==> config.mk <==
export PLATFORM = sky130hd
export DESIGN_NAME = radix3_page_table_builder
export DESIGN_NICKNAME = d
export VERILOG_FILES = /design/src/sv/rptb_pkg.sv /design/src/sv/radix3_page_table_builder.sv /design/src/sv/rptb_plan.sv /design/src/sv/rptb_front.sv /design/src/sv/rptb_queue.sv /design/src/sv/rptb_back.sv
export SDC_FILE = /design/constraint.sdc
export NUM_CORES = 1
export LEC_CHECK = 0
export BUFFER_PORTS_ARGS = -buffer_cell sky130_fd_sc_hd__buf_4
export CORE_MARGIN = 2
export CORE_UTILIZATION = 30
export DETAILED_ROUTE_END_ITERATION = 7
export GPL_ROUTABILITY_DRIVEN = 0
export HOLD_SLACK_MARGIN = 0.05
export PLACE_DENSITY_LB_ADDON = 0.15
export SLEW_MARGIN = 10
export SYNTH_ARGS = -nofsm -noshare
export SYNTH_HDL_FRONTEND = slang
export SYNTH_SLANG_ARGS = --single-unit
==> constraint.sdc <==
create_clock -name clk -period 18 [get_ports clk]
set_clock_uncertainty 0.1 [all_clocks]
set_input_delay 5.4 -clock clk [delete_from_list [all_inputs] [get_ports clk]]
set_output_delay 5.4 -clock clk [all_outputs]
set_load 0.01 [all_outputs]
==> src/sv/rptb_pkg.sv <==
// rptb_pkg: shared constants, codes and types of the three-level radix page table builder
// used by every module of the block; depends on nothing
package rptb_pkg;

  localparam int PAGE_BYTES       = 4096;
  localparam int ENTRIES_PER_PAGE = 512;
  localparam int ENTRY_BYTES      = 8;

  localparam int PAGE_SHIFT  = $clog2(PAGE_BYTES);
  localparam int EPP_SHIFT   = $clog2(ENTRIES_PER_PAGE);
  localparam int ENTRY_SHIFT = $clog2(ENTRY_BYTES);

  // field widths
  localparam int IMG_BYTES_W = 40;
  localparam int ADDR_W      = 64;
  localparam int L1_W        = 10;
  localparam int L2_W        = 19;
  localparam int PG_W        = 28;
  localparam int TB_W        = 31;
  localparam int ST_W        = 3;

  // widths of the unclipped page counts inside the plan pipeline
  localparam int IMGC_W = IMG_BYTES_W + 1 - PAGE_SHIFT;
  localparam int L2C_W  = IMGC_W + 1 - EPP_SHIFT;
  localparam int L1C_W  = L2C_W + 1 - EPP_SHIFT;

  localparam logic [PG_W-1:0] IDX_MAX = {PG_W{1'b1}};

  // status codes
  localparam logic [ST_W-1:0] ST_ENTRY    = 3'd0;
  localparam logic [ST_W-1:0] ST_ROOT     = 3'd1;
  localparam logic [ST_W-1:0] ST_MISALIGN = 3'd2;
  localparam logic [ST_W-1:0] ST_NO_PLAN  = 3'd3;
  localparam logic [ST_W-1:0] ST_PAST_END = 3'd4;

  // which table holds the parent entry
  localparam logic [1:0] RG_ROOT_TBL = 2'd0;
  localparam logic [1:0] RG_L1_TBL   = 2'd1;
  localparam logic [1:0] RG_L2_TBL   = 2'd2;

  // plan pipeline depth, counted from the config transfer
  localparam int PLAN_LAT = 4;
  localparam int SETTLE_W = $clog2(PLAN_LAT + 1);

  localparam int QDEPTH = 2;
  localparam int QPTR_W = $clog2(QDEPTH);
  localparam int QCNT_W = $clog2(QDEPTH + 1);

  typedef struct packed {
    logic [ADDR_W-1:0] page_address;
    logic              first;
  } in_t;

  typedef struct packed {
    logic              plan_ok;
    logic [L1_W-1:0]   level1_pages;
    logic [L2_W-1:0]   level2_pages;
    logic [PG_W-1:0]   image_pages;
    logic [TB_W-1:0]   table_bytes;
    logic [PG_W-1:0]   allocation_pages;
    logic [ST_W-1:0]   status;
    logic [TB_W-1:0]   entry_offset;
    logic [ADDR_W-1:0] entry_value;
    logic              last;
    logic              error_seen;
  } out_t;

  typedef struct packed {
    logic            ok;
    logic [L1_W-1:0] l1;
    logic [L2_W-1:0] l2;
    logic [PG_W-1:0] img;
    logic [TB_W-1:0] tbytes;
    logic [PG_W-1:0] alloc;
    logic [PG_W-1:0] bnd2;   // first page index of the image region
    logic [TB_W-1:0] bias1;  // offset bias for entries in the first-level tables
    logic [TB_W-1:0] bias2;  // offset bias for entries in the second-level tables
  } plan_t;

  typedef struct packed {
    logic [ADDR_W-1:0] addr;
    logic [PG_W-1:0]   idx;
    logic [ST_W-1:0]   status;
    logic [1:0]        region;
    logic              last;
    logic              err;
  } job_t;

endpackage

==> src/sv/radix3_page_table_builder.sv <==
// radix3_page_table_builder: top level joining plan, front, queue and back
// depends on rptb_pkg, rptb_plan, rptb_front, rptb_queue, rptb_back
//
// Write the image size on the cfg channel while no page is in flight; the layout plan
// then settles in a pipelined chain of ceiling divisions, and in_ready stays low until
// it has settled, after each config write and after reset. After that the block takes one
// page address per cycle while the queue has room and returns one result per page. A
// two-entry queue sits between the classifying front and the result register, so a
// stalled result side does not stop input until the queue is full. Raise first with
// the root page to restart numbering and clear the sticky error flag.
module radix3_page_table_builder (
  input  logic                             clk,
  input  logic                             rst_n,
  input  logic                             cfg_valid,
  output logic                             cfg_ready,
  input  logic [rptb_pkg::IMG_BYTES_W-1:0] cfg_data,
  input  logic                             in_valid,
  output logic                             in_ready,
  input  rptb_pkg::in_t                    in_data,
  output logic                             out_valid,
  input  logic                             out_ready,
  output rptb_pkg::out_t                   out_data
);

  rptb_pkg::plan_t plan;
  logic            plan_ready;
  logic            q_ready, push, pop, pop_valid;
  rptb_pkg::job_t  push_job, pop_job;

  rptb_plan u_plan (
    .clk        (clk),
    .rst_n      (rst_n),
    .cfg_valid  (cfg_valid),
    .cfg_ready  (cfg_ready),
    .cfg_data   (cfg_data),
    .plan       (plan),
    .plan_ready (plan_ready)
  );

  rptb_front u_front (
    .clk        (clk),
    .rst_n      (rst_n),
    .in_valid   (in_valid),
    .in_ready   (in_ready),
    .in_data    (in_data),
    .plan       (plan),
    .plan_ready (plan_ready),
    .q_ready    (q_ready),
    .push       (push),
    .push_job   (push_job)
  );

  rptb_queue u_queue (
    .clk        (clk),
    .rst_n      (rst_n),
    .push       (push),
    .push_job   (push_job),
    .push_ready (q_ready),
    .pop        (pop),
    .pop_valid  (pop_valid),
    .pop_job    (pop_job)
  );

  rptb_back u_back (
    .clk       (clk),
    .rst_n     (rst_n),
    .pop_valid (pop_valid),
    .pop_job   (pop_job),
    .pop       (pop),
    .plan      (plan),
    .out_valid (out_valid),
    .out_ready (out_ready),
    .out_data  (out_data)
  );

endmodule

==> src/sv/rptb_plan.sv <==
// rptb_plan: image size register and the pipelined layout plan derived from it
// depends on rptb_pkg
module rptb_plan (
  input  logic                            clk,
  input  logic                            rst_n,
  input  logic                            cfg_valid,
  output logic                            cfg_ready,
  input  logic [rptb_pkg::IMG_BYTES_W-1:0] cfg_data,
  output rptb_pkg::plan_t                 plan,
  output logic                            plan_ready
);

  localparam int SA_W = rptb_pkg::IMG_BYTES_W + 1;
  localparam int SB_W = rptb_pkg::IMGC_W + 1;
  localparam int SC_W = rptb_pkg::L2C_W + 1;
  localparam int TB_W = rptb_pkg::TB_W;
  localparam int PG_W = rptb_pkg::PG_W;

  logic [rptb_pkg::IMG_BYTES_W-1:0] image_bytes_r;
  logic [rptb_pkg::SETTLE_W-1:0]    settle_r, settle_nxt;

  logic [rptb_pkg::IMGC_W-1:0] img_a_r, img_b_r, img_c_r;
  logic                        zero_a_r, zero_b_r;
  logic [rptb_pkg::L2C_W-1:0]  l2_b_r, l2_c_r;
  logic [rptb_pkg::L1C_W-1:0]  l1_c_r;
  logic                        ok_c_r;
  rptb_pkg::plan_t             plan_r, plan_nxt;

  logic [SA_W-1:0] sum_a;
  logic [SB_W-1:0] sum_b;
  logic [SC_W-1:0] sum_c;
  logic [rptb_pkg::L1C_W-1:0] l1_c_nxt;
  logic [TB_W-1:0] l1w, l2w, tpages;

  assign cfg_ready = 1'b1;

  always_ff @(posedge clk) begin
    if (!rst_n) begin
      image_bytes_r <= '0;
      settle_r      <= rptb_pkg::SETTLE_W'(rptb_pkg::PLAN_LAT);
    end else begin
      if (cfg_valid) begin
        image_bytes_r <= cfg_data;
      end
      settle_r <= settle_nxt;
    end
  end

  always_comb begin
    settle_nxt = settle_r;
    if (cfg_valid) begin
      settle_nxt = rptb_pkg::SETTLE_W'(rptb_pkg::PLAN_LAT);
    end else if (settle_r != '0) begin
      settle_nxt = settle_r - 1'b1;
    end
  end

  assign plan_ready = (settle_r == '0);

  // ceiling divisions by powers of two, one per stage
  assign sum_a    = {1'b0, image_bytes_r} + SA_W'(rptb_pkg::PAGE_BYTES - 1);
  assign sum_b    = {1'b0, img_a_r} + SB_W'(rptb_pkg::ENTRIES_PER_PAGE - 1);
  assign sum_c    = {1'b0, l2_b_r} + SC_W'(rptb_pkg::ENTRIES_PER_PAGE - 1);
  assign l1_c_nxt = sum_c[SC_W-1:rptb_pkg::EPP_SHIFT];

  always_ff @(posedge clk) begin
    img_a_r  <= sum_a[SA_W-1:rptb_pkg::PAGE_SHIFT];
    zero_a_r <= (image_bytes_r == '0);
    img_b_r  <= img_a_r;
    zero_b_r <= zero_a_r;
    l2_b_r   <= sum_b[SB_W-1:rptb_pkg::EPP_SHIFT];
    img_c_r  <= img_b_r;
    l2_c_r   <= l2_b_r;
    l1_c_r   <= l1_c_nxt;
    // a single root page holds entries for at most one page's worth of first-level pages
    ok_c_r   <= !zero_b_r && (l1_c_nxt <= rptb_pkg::L1C_W'(rptb_pkg::ENTRIES_PER_PAGE));
    plan_r   <= plan_nxt;
  end

  assign l1w    = TB_W'(l1_c_r);
  assign l2w    = TB_W'(l2_c_r);
  assign tpages = TB_W'(1) + l1w + l2w;

  // offset = idx * entry size + bias of the region, all modulo the offset width
  always_comb begin
    plan_nxt = '0;
    if (ok_c_r) begin
      plan_nxt.ok     = 1'b1;
      plan_nxt.l1     = rptb_pkg::L1_W'(l1_c_r);
      plan_nxt.l2     = rptb_pkg::L2_W'(l2_c_r);
      plan_nxt.img    = PG_W'(img_c_r);
      plan_nxt.tbytes = tpages << rptb_pkg::PAGE_SHIFT;
      plan_nxt.bnd2   = PG_W'(1) + PG_W'(l1_c_r) + PG_W'(l2_c_r);
      plan_nxt.alloc  = PG_W'(1) + PG_W'(l1_c_r) + PG_W'(l2_c_r) + PG_W'(img_c_r);
      plan_nxt.bias1  = TB_W'(rptb_pkg::PAGE_BYTES - rptb_pkg::ENTRY_BYTES)
                        - (l1w << rptb_pkg::ENTRY_SHIFT);
      plan_nxt.bias2  = ((TB_W'(1) + l1w) << rptb_pkg::PAGE_SHIFT)
                        - TB_W'(rptb_pkg::ENTRY_BYTES)
                        - ((l1w + l2w) << rptb_pkg::ENTRY_SHIFT);
    end
  end

  assign plan = plan_r;

endmodule

==> src/sv/rptb_front.sv <==
// rptb_front: accepts page addresses, numbers them and classifies each page
// depends on rptb_pkg
module rptb_front (
  input  logic             clk,
  input  logic             rst_n,
  input  logic             in_valid,
  output logic             in_ready,
  input  rptb_pkg::in_t    in_data,
  input  rptb_pkg::plan_t  plan,
  input  logic             plan_ready,
  input  logic             q_ready,
  output logic             push,
  output rptb_pkg::job_t   push_job
);

  localparam int PG_W = rptb_pkg::PG_W;

  logic [PG_W-1:0] page_index_r, page_index_nxt;
  logic            err_r, err_nxt;
  logic [PG_W-1:0] idx;
  logic            misaligned;
  logic [rptb_pkg::ST_W-1:0] status;
  logic [1:0]      region;

  assign in_ready = plan_ready && q_ready;
  assign push     = in_valid && in_ready;

  assign idx        = in_data.first ? '0 : page_index_r;
  assign misaligned = (in_data.page_address[rptb_pkg::PAGE_SHIFT-1:0] != '0);

  always_comb begin
    priority if (!plan.ok) begin
      status = rptb_pkg::ST_NO_PLAN;
    end else if (idx >= plan.alloc) begin
      status = rptb_pkg::ST_PAST_END;
    end else if (misaligned) begin
      status = rptb_pkg::ST_MISALIGN;
    end else if (idx == '0) begin
      status = rptb_pkg::ST_ROOT;
    end else begin
      status = rptb_pkg::ST_ENTRY;
    end
  end

  always_comb begin
    priority if (idx <= PG_W'(plan.l1)) begin
      region = rptb_pkg::RG_ROOT_TBL;
    end else if (idx < plan.bnd2) begin
      region = rptb_pkg::RG_L1_TBL;
    end else begin
      region = rptb_pkg::RG_L2_TBL;
    end
  end

  assign err_nxt = (in_data.first ? 1'b0 : err_r)
                   || (status == rptb_pkg::ST_MISALIGN)
                   || (status == rptb_pkg::ST_NO_PLAN)
                   || (status == rptb_pkg::ST_PAST_END);

  assign page_index_nxt = (idx < rptb_pkg::IDX_MAX) ? idx + 1'b1 : idx;

  always_ff @(posedge clk) begin
    if (!rst_n) begin
      page_index_r <= '0;
      err_r        <= 1'b0;
    end else if (push) begin
      page_index_r <= page_index_nxt;
      err_r        <= err_nxt;
    end
  end

  always_comb begin
    push_job        = '0;
    push_job.addr   = in_data.page_address;
    push_job.idx    = idx;
    push_job.status = status;
    push_job.region = region;
    push_job.last   = plan.ok && ({1'b0, idx} + 1'b1 == {1'b0, plan.alloc});
    push_job.err    = err_nxt;
  end

endmodule

==> src/sv/rptb_queue.sv <==
// rptb_queue: short job queue between the classifying front and the result back
// depends on rptb_pkg
module rptb_queue (
  input  logic           clk,
  input  logic           rst_n,
  input  logic           push,
  input  rptb_pkg::job_t push_job,
  output logic           push_ready,
  input  logic           pop,
  output logic           pop_valid,
  output rptb_pkg::job_t pop_job
);

  rptb_pkg::job_t                mem_r [rptb_pkg::QDEPTH];
  logic [rptb_pkg::QPTR_W-1:0]   wr_ptr_r, rd_ptr_r;
  logic [rptb_pkg::QCNT_W-1:0]   count_r;

  assign push_ready = (count_r != rptb_pkg::QCNT_W'(rptb_pkg::QDEPTH));
  assign pop_valid  = (count_r != '0);
  assign pop_job    = mem_r[rd_ptr_r];

  always_ff @(posedge clk) begin
    if (push) begin
      mem_r[wr_ptr_r] <= push_job;
    end
  end

  always_ff @(posedge clk) begin
    if (!rst_n) begin
      wr_ptr_r <= '0;
      rd_ptr_r <= '0;
      count_r  <= '0;
    end else begin
      if (push) begin
        wr_ptr_r <= (wr_ptr_r == rptb_pkg::QPTR_W'(rptb_pkg::QDEPTH - 1)) ? '0
                    : wr_ptr_r + 1'b1;
      end
      if (pop) begin
        rd_ptr_r <= (rd_ptr_r == rptb_pkg::QPTR_W'(rptb_pkg::QDEPTH - 1)) ? '0
                    : rd_ptr_r + 1'b1;
      end
      unique case ({push, pop})
        2'b10:   count_r <= count_r + 1'b1;
        2'b01:   count_r <= count_r - 1'b1;
        default: count_r <= count_r;
      endcase
    end
  end

endmodule

==> src/sv/rptb_back.sv <==
// rptb_back: forms the parent entry offset and value and holds the result register
// depends on rptb_pkg
module rptb_back (
  input  logic            clk,
  input  logic            rst_n,
  input  logic            pop_valid,
  input  rptb_pkg::job_t  pop_job,
  output logic            pop,
  input  rptb_pkg::plan_t plan,
  output logic            out_valid,
  input  logic            out_ready,
  output rptb_pkg::out_t  out_data
);

  localparam int TB_W = rptb_pkg::TB_W;

  logic           out_valid_r;
  rptb_pkg::out_t out_data_r, out_data_nxt;
  logic [TB_W-1:0] bias, scaled;

  assign pop = pop_valid && (!out_valid_r || out_ready);

  always_comb begin
    unique case (pop_job.region)
      rptb_pkg::RG_L1_TBL: bias = plan.bias1;
      rptb_pkg::RG_L2_TBL: bias = plan.bias2;
      default:             bias = TB_W'(0) - TB_W'(rptb_pkg::ENTRY_BYTES);
    endcase
  end

  assign scaled = TB_W'(pop_job.idx) << rptb_pkg::ENTRY_SHIFT;

  always_comb begin
    out_data_nxt                  = '0;
    out_data_nxt.plan_ok          = plan.ok;
    out_data_nxt.level1_pages     = plan.l1;
    out_data_nxt.level2_pages     = plan.l2;
    out_data_nxt.image_pages      = plan.img;
    out_data_nxt.table_bytes      = plan.tbytes;
    out_data_nxt.allocation_pages = plan.alloc;
    out_data_nxt.status           = pop_job.status;
    out_data_nxt.last             = pop_job.last;
    out_data_nxt.error_seen       = pop_job.err;
    if (pop_job.status == rptb_pkg::ST_ENTRY) begin
      out_data_nxt.entry_offset = scaled + bias;
      out_data_nxt.entry_value  = pop_job.addr;
    end
  end

  always_ff @(posedge clk) begin
    if (!rst_n) begin
      out_valid_r <= 1'b0;
    end else if (pop) begin
      out_valid_r <= 1'b1;
    end else if (out_ready) begin
      out_valid_r <= 1'b0;
    end
  end

  always_ff @(posedge clk) begin
    if (pop) begin
      out_data_r <= out_data_nxt;
    end
  end

  assign out_valid = out_valid_r;
  assign out_data  = out_data_r;

endmodule

==> out/results.ini <==
[sta]
tns_ps=0
timing.final.crit_share=0.4820
tightest_slew_ps=1022
timing.fmax_mhz=115.3
rsz0062_at_grt=false
fin_crit_ps=8675
slew_violations=0
slew_headroom=0.3185
setup-violations-final=0
hold_viol_final=0

[synth]
synth.top_cell.area_share=0.3521
syn_avg_cell_area_um2=11.65
ys_types=80
synth.yosys.seq_area_share=0.5792
synthTopCellsByArea=edfxtp_1, dfxtp_1, ha_1
synth-main-ff-cell=edfxtp_1
syn_area_um2=34110
ys_warn_count=0
yosysTopAreaCell=edfxtp_1
synth-seq-cells=787
syn_inst=2928
async_flop_share=0
synth_edf_count=400

[placement]
hpwl_um=71080
portBuffers=313
dp_cells=4660

[global_route]
grt_max_degree=94
antenna_found_initial=1
grt_overflow_total=0
grt_pass1_vias=21987
grt_pass1_wl_um=141100
track_usage=0.1612

[detailed_routing]
routed_wire_length_per_instance_um=19.95
dr.pass1.iters=5
via_count=22259
drc=0
drtIter0Drc=1288
drt-total-wl_um=96250
viasPerCell=4.614
antenna_left=0

[clock_network]
clock_latency_ps=660
clkSinkCount=787
htreeDepth=3
cts_buffer_depth=3
post-cts-setup-buffers=0
cts_resized=0
cts_hold_buf=0
numCtsBuffers=90
path_clk_slew_ps=60
cts_tree=done
root_buffer=clkbuf_16

[die]
initial_utilization=0.3028
dieArea_um2=116400
die_y_um=341.2
core_region_area_um2=112700
die_w_um=341.2
io_pins=330
fp-row-count=123

[critical_path]
cp.arrival_ps=9020
cp_num_buf_inv=3
cp-start-kind=primary input
end_kind=flip-flop
cpLargestDelayFamily=simple AND/OR/NAND/NOR gates
crit_required_ps=18340
rrSetupSlack_ps=12460
slowest_delay_ps=550
cpMaxStageDelayCell=clkinv_1
crit_chain=buf_4 > clkinv_1 > nand2_1 > inv_1 > ha_1 > nand3_2 > nor4_4 > and3_1 > nand2_1 > nand4_1 > nor4_1 > nand4_1 > nor4_2
r2r-start=u_plan.l1_c_r[0]$_DFF_P_
r2r-end=u_plan.plan[115]$_SDFF_PN0_
ff2ff_path_depth=19
crit_type=in2reg
critPathMaxFanout=70
startpoint=in_data[0]

[status]
outcome=finished clean

[power]
swShare=0.3024
ir_worst_vdd_v=0.00007157
seq_power_share=0.434
clkPwrFrac=0.322
leakage_nw=16.30
switching_power_w=0.001702
pwr-share-comb=0.243
p_int_w=0.003925
power_density_nw_per_um2=137.3

[layout]
fill_cells=11188
final_cell_count_no_fill=4824
nets=3549
area_growth_syn_to_layout_pct=20.17
final_layout_size_suffix_gt1_frac=0.1641

[hold_path]
holdPathEnd=u_plan.img_c_r[5]$_DFF_P_
hold_start=u_plan.img_b_r[5]$_DFF_P_
holdPathStages=0
min_path_type=reg2reg

[job]
cap_violations=0

area by class of cell:
| cell class | count | area [um2] | share of cell area |
|---|---|---|---|
| diodes | 2 | 5.005 | 0.0001221 |
| clock buffers | 122 | 2535 | 0.06183 |
| clock inverters | 40 | 409.1 | 0.009980 |
| inverters | 159 | 596.8 | 0.01456 |
| multi-input cells | 1883 | 13320 | 0.3250 |
| flip-flops and latches | 787 | 19760 | 0.4821 |
| well taps | 1500 | 1877 | 0.04578 |
| repair buffers | 331 | 2485 | 0.06061 |
stage by stage:
| stage | util | cell area (um2) | setup slack [ps] | power [W] | hold WS [ps] |
|---|---|---|---|---|---|
| 2_1_floorplan | - | 34170 | 2122 | 0.003260 | 209.6 |
| 3_5_place_dp | 0.3377 | 38050 | 8715 | 0.003878 | 212.1 |
| 3_3_place_gp | 0.3377 | 38050 | 8728 | 0.003886 | 210.7 |
| 4_1_cts | 0.3639 | 40990 | 9416 | 0.005728 | 207.5 |
| 5_1_grt | 0.3639 | 40990 | 8965 | 0.005921 | 215.0 |
| 6_report | 0.3639 | 41000 | 9325 | 0.005627 | 210.1 |
worst max path at each step:
stage	to	slack [ps]	depth (start not counted)
2_1_floorplan	u_queue.count_r[1]$_SDFFE_PN0P_	2120	5
3_3_place_gp	u_queue.mem_r[0][1]$_DFFE_PP_	8730	13
3_5_place_dp	u_queue.mem_r[0][1]$_DFFE_PP_	8720	13
4_1_cts	u_queue.mem_r[1][1]$_DFFE_PP_	9420	13
5_1_grt	u_queue.mem_r[1][1]$_DFFE_PP_	8960	13
6_report	u_queue.mem_r[1][1]$_DFFE_PP_	9320	13
placed cells by master, fill, tap and decap left out, drive strengths merged, types with 116 or more instances in the layout:
cell type  instances
a21oi            122
xnor2            142
dfxtp            387
nand2            143
ha               182
mux2i            116
edfxtp           400
nor2             231
inv              164
buf              331
clkbuf           122
worst register-to-register path, delay by kind of cell (launching register included):
| kind | cells | cell delay [ps] |
|---|---|---|
| XOR/XNOR | 1 | 290 |
| buffers and inverters | 1 | 200 |
| AND/OR/NAND/NOR | 3 | 430 |
| AO/OA/AOI/OAI | 10 | 2320 |
| multiplexers | 1 | 400 |
| adder cells (fa/ha/maj) | 3 | 1150 |
| flip-flops | 1 | 540 |
cells in the mapped netlist, drive strengths merged, types with 25 or more instances:
| cell | n |
|---|---|
| mux2 | 37 |
| inv | 158 |
| nand2 | 143 |
| clkbuf | 73 |
| xor2 | 73 |
| a31oi | 25 |
| nor2 | 231 |
| o21ai | 111 |
| nand3 | 59 |
| edfxtp | 400 |
| mux2i | 116 |
| and2 | 106 |
| and3 | 33 |
| nor3 | 50 |
| ha | 182 |
| nor2b | 79 |
| a21oi | 122 |
| a21o | 55 |
| buf | 40 |
| xnor2 | 142 |
| nor4 | 38 |
| nand4 | 31 |
| dfxtp | 387 |
power by group through the flow:
stage	Sequential (W)	Combinational, W	Clock, W
3_3_place_gp	0.00249	0.00140	0
3_5_place_dp	0.00249	0.00139	0
6_report	0.00244	0.00137	0.00181
2_1_floorplan	0.00260	0.000657	0
4_1_cts	0.00246	0.00140	0.00188
5_1_grt	0.00248	0.00150	0.00195
registers in the layout, summed over array words and instances, names as in the netlist, 13 cells and up, named ones only:
signal,count
u_front.page_index_r,28
u_plan.l2_c_r,21
u_plan.img_c_r,28
u_plan.img_b_r,28
u_plan.img_a_r,29
u_back.out_data,202
u_plan.plan,166
u_plan.image_bytes_r,40
u_plan.l1_c_r,13
u_plan.l2_b_r,21
u_queue.mem_r,198
per-layer routing:
metal  up-vias  share of wire  track usage
met5         -              0            0
li1      11045              -            -
met3       139          0.044      0.02806
met4         0          0.029      0.05250
met2       535           0.47       0.2679
met1     10540           0.46       0.2126
cell families (layout without fill, tap and decap cells):
group,Yosys count,in the layout,share of synthesized area
adder cells (fa/ha/maj),187,187,0.06969
flip-flops,787,787,0.5792
multiplexers,153,153,0.04625
AND/OR/NAND/NOR,862,862,0.1324
XOR/XNOR,215,215,0.05520
AO/OA/AOI/OAI,450,450,0.08454
other,2,18,0.0002201
buffers and inverters,272,652,0.03250
Power figures use the tool's default switching activity.
